**src/hw/rtl/osc_pkg.sv**
```systemverilog
// Shared types, constants and helper functions for the overdrive soft clip core.
// Used by the top level, the shared multiplier and the iterative divider.
// No dependencies.
package osc_pkg;

  // Field and state widths
  localparam int unsigned SAMPLE_W  = 32;
  localparam int unsigned FRAC_W    = 16;
  localparam int unsigned COEF_W    = 25;
  localparam int unsigned GAIN_W    = 24;
  localparam int unsigned CFG_IDX_W = 3;
  localparam int unsigned LPI_W     = 48;
  localparam int unsigned HPO_W     = 49;
  localparam int unsigned LPO_W     = 56;
  localparam int unsigned OPND_W    = 57;
  localparam int unsigned RMAG_W    = 67;
  localparam int unsigned RES_W     = 68;
  localparam int unsigned WIDE_W    = 70;

  // Shared multiplier and divider widths
  localparam int unsigned MUL_W  = 33;
  localparam int unsigned PROD_W = 2 * MUL_W;
  localparam int unsigned DVD_W  = 51;
  localparam int unsigned DEN_W  = 33;

  // Register indexes on the config channel
  typedef enum logic [CFG_IDX_W-1:0] {
    REG_LP_IN  = 3'd0,
    REG_HP_IN  = 3'd1,
    REG_LP_OUT = 3'd2,
    REG_GAIN   = 3'd3,
    REG_KNEE   = 3'd4,
    REG_OFFSET = 3'd5
  } osc_reg_e;

  // Reset values of the config registers
  localparam logic [COEF_W-1:0]        RST_LP_IN  = 25'd633950;
  localparam logic [COEF_W-1:0]        RST_HP_IN  = 25'd7266030;
  localparam logic [COEF_W-1:0]        RST_LP_OUT = 25'd9511100;
  localparam logic [GAIN_W-1:0]        RST_GAIN   = 24'd655360;
  localparam logic signed [GAIN_W-1:0] RST_KNEE   = -24'sd13107;
  localparam logic signed [GAIN_W-1:0] RST_OFFSET = -24'sd16423;

  // Divider status
  typedef struct packed {
    logic busy;
    logic done;
  } osc_div_stat_t;

  // floor(2^32 / k) for the Horner divide-by-k steps (k = 1..6)
  function automatic logic [MUL_W-1:0] recip(input logic [2:0] k);
    logic [MUL_W-1:0] r;
    case (k)
      3'd2:    r = 33'd2147483648;
      3'd3:    r = 33'd1431655765;
      3'd4:    r = 33'd1073741824;
      3'd5:    r = 33'd858993459;
      3'd6:    r = 33'd715827882;
      default: r = 33'd4294967296;
    endcase
    return r;
  endfunction

  // Saturate a wide signed value to a signed range of the given width
  function automatic logic signed [WIDE_W-1:0] sat_wide(input logic signed [WIDE_W-1:0] v,
                                                        input int unsigned bits);
    logic signed [WIDE_W-1:0] hi;
    logic signed [WIDE_W-1:0] lo;
    hi = $signed((WIDE_W'(1) << (bits - 1)) - WIDE_W'(1));
    lo = ~hi;
    if (v > hi) begin
      return hi;
    end else if (v < lo) begin
      return lo;
    end
    return v;
  endfunction

endpackage

```
**src/hw/rtl/osc_mul.sv**
```systemverilog
// Shared 33x33 unsigned multiplier with a registered product.
// Depends on osc_pkg.
module osc_mul import osc_pkg::*; (
  input  logic              clk_i,
  input  logic              en_i,
  input  logic [MUL_W-1:0]  a_i,
  input  logic [MUL_W-1:0]  b_i,
  output logic [PROD_W-1:0] p_o
);

  logic [PROD_W-1:0] prod;
  logic [PROD_W-1:0] p_q;

  assign prod = PROD_W'(a_i) * PROD_W'(b_i);

  // product register, loaded only on a multiply step
  always_ff @(posedge clk_i) begin
    if (en_i) begin
      p_q <= prod;
    end
  end

  assign p_o = p_q;

endmodule

```
**config.mk**
```make
export PLATFORM = sky130hd
export DESIGN_NAME = osc_mul
export DESIGN_NICKNAME = d
export VERILOG_FILES = /design/src/hw/rtl/osc_pkg.sv /design/src/hw/rtl/osc_mul.sv
export SDC_FILE = /design/constraint.sdc
export NUM_CORES = 2
export LEC_CHECK = 0
export BUFFER_PORTS_ARGS = -buffer_cell sky130_fd_sc_hd__buf_4
export CAP_MARGIN = 20
export CORE_UTILIZATION = 60
export DETAILED_ROUTE_END_ITERATION = 7
export GPL_TIMING_DRIVEN = 0
export HOLD_SLACK_MARGIN = 0.12
export PLACE_DENSITY = 0.78
export SETUP_SLACK_MARGIN = 0.15
export SLEW_MARGIN = 20
export SYNTH_ARGS = -nofsm -noshare
export SYNTH_HDL_FRONTEND = slang
export SYNTH_SLANG_ARGS = --single-unit
```
**constraint.sdc**
```tcl
create_clock -name clk_i -period 9.8 [get_ports clk_i]
set_input_delay 0.98 -clock clk_i [delete_from_list [all_inputs] [get_ports clk_i]]
set_output_delay 0.98 -clock clk_i [all_outputs]
set_load 0.01 [all_outputs]
```
-- Word level (Yosys, flattened, before mapping)
Cells that the tools add are included.
Widths: inputs -> output; s select.
- input port bits: 68
- output and inout port bits: 66
- logic and storage cells: 2
- register bits after elaboration: 66
- multipliers: 1
- operator list (kind ; number):
    $mul 33x33->66 ; 1

-- Longest topological paths before layout
- word-level depth: 1
- depth in mapped cells: 30

-- Worst setup path after synthesis
Ideal clock, no wire load.
- kind: input -> register
- start: input port a_i[26]
- end: register p_q[64] (netlist: p_o[64]) (data pin)
- cell stages on the path: 28
- data required time: 9540 ps
- path slack: 1764 ps
- setup time: 260 ps
- data arrival time: 7776 ps
- path buffers: 2
- cells stage by stage: clkbuf_1 -> and2_1 -> fa_1 -> inv_1 -> fa_1 -> inv_1 -> fa_1 -> inv_1 -> fa_1 -> inv_1 -> fa_1 -> fa_1 -> fa_1 -> inv_1 -> fa_1 -> inv_1 -> ha_1 -> buf_2 -> nand4_1 -> or2_0 -> or3_1 -> o32a_1 -> a21oi_2 -> a21oi_2 -> o41ai_2 -> o221ai_2 -> o21ai_2 -> xor2_1
- word-level cells in the longest chain between the ends: 1
- ends and longest elaborated chain (item ; line ; source):
    from (decl) ; osc_mul.sv:6 ; input logic [MUL_W-1:0] a_i,
    $mul 33x33->66 ; osc_mul.sv:14 ; assign prod = PROD_W'(a_i) * PROD_W'(b_i);
    net prod[64] ; osc_mul.sv:11 ; logic [PROD_W-1:0] prod;
    to (signal assigned) ; osc_mul.sv:19 ; p_q <= prod;
    to (decl) ; osc_mul.sv:12 ; logic [PROD_W-1:0] p_q;
The timed path passes the listed nets, and every way through them passes these cells.
A chain may end at the register's enable or synchronous reset.

-- Worst setup path in the final report
- start: input port a_i[17]
- end: register p_q[61] (netlist: p_o[61]) (data pin)
The elaborated chain is that of the path after synthesis.

==> results.md <==
- Status: finished clean
- Share of synthesized area occupied by flip-flops and latches: 5.296%
- Fin. Hold Viols: 0
- First-pass GRT wire length: 189.4 mm
- IO Count: 134
- Largest net degree at the start of global routing: 67
- Final setup TNS: 0 ns
- Clock tree sinks: 66
- Port-buffer cells: 133
- Cell mode on critical path: fa_1
- Number of remaining DRC errors: 0
- Placed Instances: 5047
- Post-CTS Repair Setup Buffers: 0
- Final net count: 5512
- Cts hold-fix bufs: 0
- Data arrival, critical path: 9.58 ns
- RSZ-0062 raised after global routing: no
- Cell variety after synth: 58
- Multi-input logic area: 30630 µm²
- Synthesized flop and latch total: 66
- Wire length per cell: 25.01 µm
- Post-CTS Resized: 0
- Die width: 251.8 µm
- Row cnt: 91
- Synth Flop Type: edfxtp_1
- Critical path launch point type: primary input
- Number of global-route vias before repair: 31290
- Crit end category: flip-flop
- DR vias: 29440
- Mapped Area: 37420 µm²
- GRT overflow: 0
- Worst setup margin: 0.3055 ns
- Ys async rst share: 0%
- Max Freq: 0.1053 GHz
- Commonest non-fill, non-tap cells in the layout: inv_1, fa_1, and2_1, nand2_1, ha_1
- Router iterations before antenna repair: 6
- Final setup viols: 0
- Iter 0 DRT Violations: 2841
- Fraction of layout cells with a size suffix above 1: 4.070%
- Die Y-Extent: 251.8 µm
- Crit path launch: a_i[17]
- Reg clk slew, reported paths: 0.06 ns
- Largest fanout on the critical path: 12
- Area growth from synthesis to layout: 6.442%
- CTS tree: built
- Slowest stage delay, CP: 0.87 ns
- Fin crit share: 96.88%
- Measured slew at the worst slew-check pin: 1.198 ns
- Max reg flops: 66
- Htree depth: 3
- Fin crit period: 9.494 ns
- Dpl hpwl: 104.8 mm
- FILL cells: 5286
- GP Congestion: 1.053
- Post-route insts no fill: 5071
- Required @ worst endpoint: 9.89 ns
- Slew Viols, Final: 0
- Commonest non-fill, non-tap cell in the layout: inv_1
- Hold Crit Start: b_i[0]
- Synth warnings: 0
- CTS Buffer Depth: 2
- Dpl ws: 0.2855 ns
- Vias per cell: 5.805
- Synth Area per Inst: 9.179 µm²
- Synth Instances: 4077
- Hold crit path type: primary input to flip-flop
- Final WL: 126.8 mm
- Core footprint: 61710 µm²
- Die area: 63380 µm²
- ANT nets after route: 0
- Initial antenna violation count: 13
- WS Path Type: primary input to flip-flop
- Post-synth EDFFs: 66
- Syn nets: 5368
- FF/Latch Area: 1982 µm²
- Starting Density: 60.64%
- Total CTS buffers: 9
- Slowest cell on the critical path: clkbuf_1
- Total GRT Usage: 41.87%
- Root buffer selected by CTS: clkbuf_16
- MaxCap Viol Count: 0
- Slew Limit Headroom: 20.13%
==> routing by layer <==
metal,vias up,wire [µm],GRT usage (%),share of wire (%)
met3,607,16520,12.89,13
met5,-,19,0,0.015
met1,14800,42310,50.25,33
li1,12000,-,-,-
met4,2,13140,33.83,10
met2,2027,54820,62.62,43
==> layout make-up <==
cell class | instances | share of cell area [%]
tap | 837 | 2.629
buffer | 224 | 2.217
multi-input combinational | 2739 | 76.88
antenna | 8 | 0.05025
sequential | 66 | 4.975
clock buffer | 10 | 0.5748
inverter | 1048 | 9.875
timing repair buffer | 133 | 2.506
clock inverter | 6 | 0.2890
==> critical path, delay by kind of cell <==
family / cells / cell delay (ns)
compound gates: 6 / 1.62
xor+xnor: 1 / 0.14
fa+ha+maj: 9 / 4.13
simple gates: 3 / 0.90
buf+inv: 9 / 1.81
==> synthesized netlist by cell type, types with 5 or more instances <==
library cell | number | area, µm²
clkbuf_1 | 212 | 795.8
a21o_1 | 27 | 202.7
and3_1 | 8 | 50.05
nand4_1 | 19 | 118.9
o21ai_0 | 27 | 135.1
o21bai_1 | 14 | 105.1
nand3_1 | 13 | 65.06
xor2_1 | 23 | 201.4
nand2_1 | 569 | 2136
fa_1 | 958 | 19180
nor2b_1 | 11 | 68.82
edfxtp_1 | 66 | 1982
a31oi_1 | 6 | 37.54
and2_1 | 574 | 3591
xnor2_1 | 40 | 350.3
ha_1 | 265 | 3316
nor2_1 | 29 | 108.9
o31ai_1 | 5 | 37.54
inv_1 | 1048 | 3934
a21oi_1 | 80 | 400.4
o21ai_1 | 10 | 50.05
nor3_1 | 10 | 50.05
==> path summary, 6_finish.rpt <==
check / end / slack [ns] / depth (start not counted)
worst max-delay path: p_o[61] / 0.31 / 28
worst min-delay path: p_o[0] / 1.09 / 2
==> cells by family (layout without fill, tap and decap cells) <==
logic type	after synthesis	count (layout)	share of synthesized area [%]
and+or+nand+nor	1245	1245	16.76
xor gates and xnor gates	63	63	1.474
buffers and inverters	1272	1421	12.87
AOI/OAI and AO/OA	208	208	3.497
adders and majority gates	1223	1223	60.10
other	0	8	0
DFF	66	66	5.296
==> stage by stage <==
stage                     util, %  instance area [µm²]  hold WS, ns
after floorplan                 -                37420        1.093
after global placement      63.96                39470        1.386
after detailed placement    63.96                39470        1.387
after CTS                   64.52                39810        1.059
after global routing        64.52                39820        1.057
final                       64.55                39840        1.093
Power is not shown: default switching activity piles up to over one toggle a cycle in this logic, so the estimate is an artifact.
