--- config.mk ---
export PLATFORM = sky130hd
export DESIGN_NAME = osc_div
export DESIGN_NICKNAME = d
export VERILOG_FILES = /design/src/hw/rtl/osc_pkg.sv /design/src/hw/rtl/osc_div.sv
export SDC_FILE = /design/constraint.sdc
export NUM_CORES = 1
export LEC_CHECK = 0
export ABC_AREA = 0
export BUFFER_PORTS_ARGS = -buffer_cell sky130_fd_sc_hd__buf_2
export CORE_ASPECT_RATIO = 0.5
export CORE_MARGIN = 3
export CORE_UTILIZATION = 59
export DETAILED_ROUTE_END_ITERATION = 8
export PLACE_DENSITY_LB_ADDON = 0.3
export SLEW_MARGIN = 15
export SYNTH_ARGS = -nofsm -noshare
export SYNTH_HDL_FRONTEND = slang
export SYNTH_SLANG_ARGS = --single-unit
--- constraint.sdc ---
create_clock -name clk_i -period 7.75 [get_ports clk_i]
set_input_delay 1.1625 -clock clk_i [delete_from_list [all_inputs] [get_ports clk_i]]
set_output_delay 1.1625 -clock clk_i [all_outputs]
set_load 0.03 [all_outputs]
--- src/hw/rtl/osc_pkg.sv ---
// Shared types, constants and helper functions for the overdrive soft clip core.
// Used by the top level, the shared multiplier and the iterative divider.
// No dependencies.
package osc_pkg;

  // Field and state widths
  localparam int unsigned SAMPLE_W  = 32;
  localparam int unsigned FRAC_W    = 16;
  localparam int unsigned COEF_W    = 25;
  localparam int unsigned GAIN_W    = 24;
  localparam int unsigned CFG_IDX_W = 3;
  localparam int unsigned LPI_W     = 48;
  localparam int unsigned HPO_W     = 49;
  localparam int unsigned LPO_W     = 56;
  localparam int unsigned OPND_W    = 57;
  localparam int unsigned RMAG_W    = 67;
  localparam int unsigned RES_W     = 68;
  localparam int unsigned WIDE_W    = 70;

  // Shared multiplier and divider widths
  localparam int unsigned MUL_W  = 33;
  localparam int unsigned PROD_W = 2 * MUL_W;
  localparam int unsigned DVD_W  = 51;
  localparam int unsigned DEN_W  = 33;

  // Register indexes on the config channel
  typedef enum logic [CFG_IDX_W-1:0] {
    REG_LP_IN  = 3'd0,
    REG_HP_IN  = 3'd1,
    REG_LP_OUT = 3'd2,
    REG_GAIN   = 3'd3,
    REG_KNEE   = 3'd4,
    REG_OFFSET = 3'd5
  } osc_reg_e;

  // Reset values of the config registers
  localparam logic [COEF_W-1:0]        RST_LP_IN  = 25'd633950;
  localparam logic [COEF_W-1:0]        RST_HP_IN  = 25'd7266030;
  localparam logic [COEF_W-1:0]        RST_LP_OUT = 25'd9511100;
  localparam logic [GAIN_W-1:0]        RST_GAIN   = 24'd655360;
  localparam logic signed [GAIN_W-1:0] RST_KNEE   = -24'sd13107;
  localparam logic signed [GAIN_W-1:0] RST_OFFSET = -24'sd16423;

  // Divider status
  typedef struct packed {
    logic busy;
    logic done;
  } osc_div_stat_t;

  // floor(2^32 / k) for the Horner divide-by-k steps (k = 1..6)
  function automatic logic [MUL_W-1:0] recip(input logic [2:0] k);
    logic [MUL_W-1:0] r;
    case (k)
      3'd2:    r = 33'd2147483648;
      3'd3:    r = 33'd1431655765;
      3'd4:    r = 33'd1073741824;
      3'd5:    r = 33'd858993459;
      3'd6:    r = 33'd715827882;
      default: r = 33'd4294967296;
    endcase
    return r;
  endfunction

  // Saturate a wide signed value to a signed range of the given width
  function automatic logic signed [WIDE_W-1:0] sat_wide(input logic signed [WIDE_W-1:0] v,
                                                        input int unsigned bits);
    logic signed [WIDE_W-1:0] hi;
    logic signed [WIDE_W-1:0] lo;
    hi = $signed((WIDE_W'(1) << (bits - 1)) - WIDE_W'(1));
    lo = ~hi;
    if (v > hi) begin
      return hi;
    end else if (v < lo) begin
      return lo;
    end
    return v;
  endfunction

endpackage

--- src/hw/rtl/osc_div.sv ---
// Radix-2 restoring divider, one quotient bit per cycle.
// Depends on osc_pkg.
module osc_div import osc_pkg::*; (
  input  logic              clk_i,
  input  logic              rst_ni,
  input  logic              start_i,
  input  logic [DVD_W-1:0]  dividend_i,
  input  logic [DEN_W-1:0]  divisor_i,
  output osc_div_stat_t     stat_o,
  output logic [DVD_W-1:0]  quot_o
);

  localparam int unsigned CNT_W = $clog2(DVD_W + 1);

  logic [CNT_W-1:0] cnt_q;
  logic             busy_q;
  logic             done_q;
  logic [DEN_W-1:0] rem_q;
  logic [DEN_W-1:0] div_q;
  logic [DVD_W-1:0] quo_q;

  logic [DEN_W:0]   rem_sh;
  logic             ge;
  logic [DEN_W:0]   rem_sub;

  // one shift / compare / subtract step
  always_comb begin
    rem_sh  = {rem_q, quo_q[DVD_W-1]};
    ge      = rem_sh >= {1'b0, div_q};
    rem_sub = rem_sh - {1'b0, div_q};
  end

  always_ff @(posedge clk_i or negedge rst_ni) begin
    if (!rst_ni) begin
      cnt_q  <= '0;
      busy_q <= 1'b0;
      done_q <= 1'b0;
      rem_q  <= '0;
      div_q  <= '0;
      quo_q  <= '0;
    end else if (start_i) begin
      cnt_q  <= CNT_W'(DVD_W);
      busy_q <= 1'b1;
      done_q <= 1'b0;
      rem_q  <= '0;
      div_q  <= divisor_i;
      quo_q  <= dividend_i;
    end else if (busy_q) begin
      rem_q <= ge ? rem_sub[DEN_W-1:0] : rem_sh[DEN_W-1:0];
      quo_q <= {quo_q[DVD_W-2:0], ge};
      cnt_q <= cnt_q - CNT_W'(1);
      if (cnt_q == CNT_W'(1)) begin
        busy_q <= 1'b0;
        done_q <= 1'b1;
      end
    end
  end

  assign stat_o.busy = busy_q;
  assign stat_o.done = done_q;
  assign quot_o      = quo_q;

endmodule

* After elaboration in Yosys (flattened, before gate mapping)
Index checks and enable logic that the tools add are counted.
Operators by class: eq/ne operators 1, bitwise gates (word level) 0, multiplexer cells 13, reduce and logical (&&, ||, !) cells 3, add/sub/neg operators 2, divide/modulo/power cells 0, multiply operators 0, magnitude comparators 1, shift operators 0
Operators with widths (count):
- two-way mux 51 bit | 2
- two-way mux 33 bit | 3
- >= comparator 34 x 33 -> 1 bit | 1
- subtractor 33 bit | 1
- two-way mux 6 bit | 2
- equality test 6 x 1 -> 1 bit (second input constant) | 1
- two-way mux 1 bit | 6
- subtractor 6 x 1 -> 6 bit (second input constant) | 1
- nonzero test 2 bit | 2
- AND reduction 2 bit | 1
Storage, ports and cells: bits in latches 0, bits in read-only memories 0, output and inout bits 53, word-level logic and storage cells 26, bits in registers 125, bits of input ports 87, memories 0, bits in writable memories 0

* Logic depth before layout (Yosys ltp)
word-level depth 4, mapped depth 15, gate-level depth less buffers 13

* Worst setup path before layout
OpenSTA, ideal clock, no wires.
path type register -> register, start register rem_q[12], end register rem_q[31], cell stages (with the launch flop) 13, path slack 4628 ps, arrival 3003 ps, data required time 7631 ps, cells stage by stage dfrtp_1 > ha_1 > buf_6 > a21o_1 > a311o_1 > a311o_1 > a211oi_2 > nor3_2 > a2111oi_2 > nor3_1 > a31oi_1 > mux2_2 > o21a_1
On the way: cells in the longest elaborated chain, start to end 4, elaborated cells on any way between the ends 5, those cells by class add/sub: 1; order compare: 1; mux: 3
Ends and longest elaborated chain:
- start: declaration | RTL line osc_div.sv:18 | logic [DEN_W-1:0] rem_q;
- start signal: assignment | RTL line osc_div.sv:49 | rem_q <= ge ? rem_sub[DEN_W-1:0] : rem_sh[DEN_W-1:0];
- subtractor 33 bit / >= comparator 34 x 33 -> 1 bit (equally long branches) | RTL line osc_div.sv:30, osc_div.sv:29
- two-way mux 33 bit (*) | RTL line osc_div.sv:49
- two-way mux 33 bit (*) | RTL line osc_div.sv:48 | end else if (busy_q) begin
- two-way mux 33 bit (*) | RTL line osc_div.sv:41 | end else if (start_i) begin
Every way passes the cells marked *; elsewhere a longest branch is shown, timed or not. The select of a mux whose other input is x is not followed. A chain may end at the register's enable or synchronous reset.

* Final worst setup path
start register rem_q[8], end register rem_q[5]
On the way: cells in the longest elaborated chain, start to end 4
Ends and longest elaborated chain:
- >= comparator 34 x 33 -> 1 bit | RTL line osc_div.sv:29 | ge = rem_sh >= {1'b0, div_q};
- two-way mux 33 bit | RTL line osc_div.sv:49
- two-way mux 33 bit | RTL line osc_div.sv:48
- two-way mux 33 bit | RTL line osc_div.sv:41
No other way between the ends. The select of a mux whose other input is x is not followed.

==> impl_metrics.ini <==
[setup_path]
path_class = reg -> reg
cp_cell_sequence = ha_1 > a21o_1 > o21bai_1 > a21o_1 > a21oi_1 > a31oi_1 > a21oi_1 > a21bo_1 > buf_4 > mux2_2 > mux2i_1 > nor2_1
arrival_ns = 4.15
r2r-end = rem_q[5]
start_kind = flop
reg2reg_from = rem_q[8]
rrSetupSlack_ns = 3.86
required_ns = 8.01
cp_slowest_cell = a21bo_1
cpPeakStageDelay_ns = 0.67
cp-end-kind = flop
r2r_cells = 12
worstPathMaxFanout = 38

[clock_tree]
clk_pin_slew_ns = 0.06
cts_buffers = 17
clk_latency_ns = 0.42
postCtsSetupBuffers = 0
ctsHtreeMaxLevel = 4
cts_hold_buf = 0
cts_tree = done
cts_max_path_buffers = 2
cts_resized = 0
cts_root_buf = clkbuf_16
clock_sinks = 125

[cells_and_area]
register_area_um2 = 3130
area_growth_syn_to_layout_pct = 17.8
multi_input_area_um2 = 3840
fin_nets = 1062
fillers = 878
drive_above_1_share = 0.195
antenna_cells = 0

[route]
drc = 0
drt_wl_total_um = 16500
first_pass_iters = 6
num_vias = 6209
drt_iter0_markers = 420
wire_per_inst_um = 14.7
ant_nets = 0
viasPerCell = 5.56

[job]
max-cap-violations = 0

[global_route]
antenna_found_initial = 0
gr-total-overflow = 0
grt_usage = 0.246
grt_pass1_wl_um = 28100
first_global_vias = 5967
grt_max_degree = 113

[sta]
fin_ws_ns = 3.86
hold_viol = 0
slew_headroom = 0.278
worst_pin_slew_ns = 1.08
fin_skew_ns = 0.00903
post-route-period-util = 0.502
min_period_ns = 3.89
fmax_mhz = 257
rsz0062_at_grt = false
fin_tns_setup_ns = 0
slew_violations = 0
setup_viol = 0

[synth]
synth.distinct_cells = 48
synth_edf_count = 0
ys_ff_latch = 125
synthArstFlopShare = 1.00
syn_area_um2 = 7370
syn_nets = 955
synth_cells = 832
yosysSeqAreaShare = 0.424
syn_area_per_cell_um2 = 8.86
ys_warn_count = 0
synth_ff_type = dfrtp_1

[place]
dpl.hpwl_um = 11100
dpl_worst_slack_ns = 3.85
port_buffers = 139
place_congestion = 0.905

[die]
start_util = 0.613
rows = 28
core-area_um2 = 12000
die_h_um = 85.0
io_pins = 140
die_w_um = 164
die_area_um2 = 14000

[status]
status = finished, final reports clean

[power]
ir_worst_vdd_uv = 129
p_per_area_nw_per_um2 = 207
leakage_nw = 4.73

[min_path]
min_from = done_q
min_path_type = reg -> reg
whs_path_depth = 2
holdPathEnd = done_q
flip-flops by register name, summed over array words and instances, names as in the netlist:
name and cells:
done_q 1, cnt_q 6, div_q 33, busy_q 1, quot_o 51, rem_q 33
layout make-up:
class	count	share of cell area
multi-input combinational	608	0.442
sequential	125	0.361
timing repair buffer	144	0.0850
clock buffer	21	0.0542
tap	165	0.0238
inverter	43	0.0186
clock inverter	11	0.0151
power by group:
group	leakage, nW	internal (mW)	switching (mW)
logic	2.88	0.0966	0.177
clock network	0.287	0.502	0.302
registers	1.57	0.695	0.0266
routing by layer:
layer	wire length [µm]	track usage	share of wire	up-vias
li1	-	-	-	3114
met1	7690	0.338	0.47	2918
met2	7610	0.382	0.46	164
met3	1020	0.0678	0.062	13
met4	143	0.0744	0.0087	0
met5	0	0	0	-
worst max-delay path, delay by kind of cell, from the launching register on:
family | cells | cell delay (ns)
AOI/OAI and AO/OA | 7 | 1.92
muxes | 2 | 0.51
adders and majority gates | 1 | 0.38
and+or+nand+nor | 1 | 0.05
DFF | 1 | 0.39
buffers and inverters | 1 | 0.48
placed cells by master (no fill, tap or decap), types with 5 or more instances in the layout:
cell type	Yosys	layout
buf_4	2	7
mux2_2	5	5
nor4_1	5	5
o21ai_0	108	108
xor2_1	19	19
buf_2	1	137
a31oi_1	9	9
o211ai_1	5	5
inv_1	43	43
clkbuf_16	0	17
nand4_1	5	5
dfrtp_1	125	124
nand3_1	8	8
nand2_1	115	115
mux2i_1	63	63
a21o_1	13	13
nor3_1	14	14
o21bai_1	10	10
and3_1	10	10
ha_1	35	35
a21oi_1	47	47
xnor2_1	11	11
nor2_1	63	63
a211oi_1	27	27
synth_stat cells (all sizes together) (2+ instances only):
cell type,instances,area share
dfrtp,125,0.42
o21ai,109,0.074
and3,10,0.0085
o21bai,10,0.010
o211ai,5,0.0051
a31oi,9,0.0076
a21boi,2,0.0020
o21a,4,0.0041
a311o,2,0.0027
a41oi,2,0.0024
a21o,13,0.013
mux2,5,0.0076
nand2,115,0.059
nor2,63,0.032
or4,2,0.0020
nor2b,4,0.0034
nand4,5,0.0042
nand2b,3,0.0025
a21bo,2,0.0027
inv,43,0.022
nor3,15,0.011
buf,13,0.011
a311oi,2,0.0024
nand3,8,0.0054
o211a,2,0.0027
ha,35,0.059
a21oi,47,0.032
nor4,5,0.0042
xnor2,11,0.013
xor2,19,0.023
mux2i,63,0.086
clkbuf,43,0.022
a211oi,28,0.029
logic make-up after synthesis:
group | after synthesis | synth area share
compound gates | 240 | 0.195
xor+xnor | 30 | 0.0356
fa+ha+maj | 36 | 0.0621
buf+inv | 99 | 0.0546
flops | 125 | 0.424
mux | 68 | 0.0932
simple gates | 234 | 0.135
worst max-delay path by stage:
stage / slack (ns) / cells past startpoint / startpoint / end
floorplan: 4.63 / 12 / rem_q[12] / rem_q[31]
global placement: 3.98 / 12 / rem_q[8] / rem_q[5]
detailed placement: 3.85 / 12 / rem_q[8] / rem_q[5]
CTS: 3.85 / 12 / rem_q[8] / rem_q[5]
global route: 3.58 / 12 / rem_q[8] / rem_q[5]
finish: 3.86 / 12 / rem_q[8] / rem_q[5]
through the flow:
stage,hold slack [ns],util,total power [mW],cells,cell area (µm²)
2_1_floorplan,0.467,-,0.911,832,7370
3_3_place_gp,0.482,0.672,0.997,1085,8080
3_5_place_dp,0.488,0.672,1.01,1085,8080
4_1_cts,0.522,0.722,1.81,1117,8680
5_1_grt,0.557,0.722,1.88,1117,8680
6_report,0.507,0.722,1.80,1117,8680
Power figures use the tool's default switching activity.
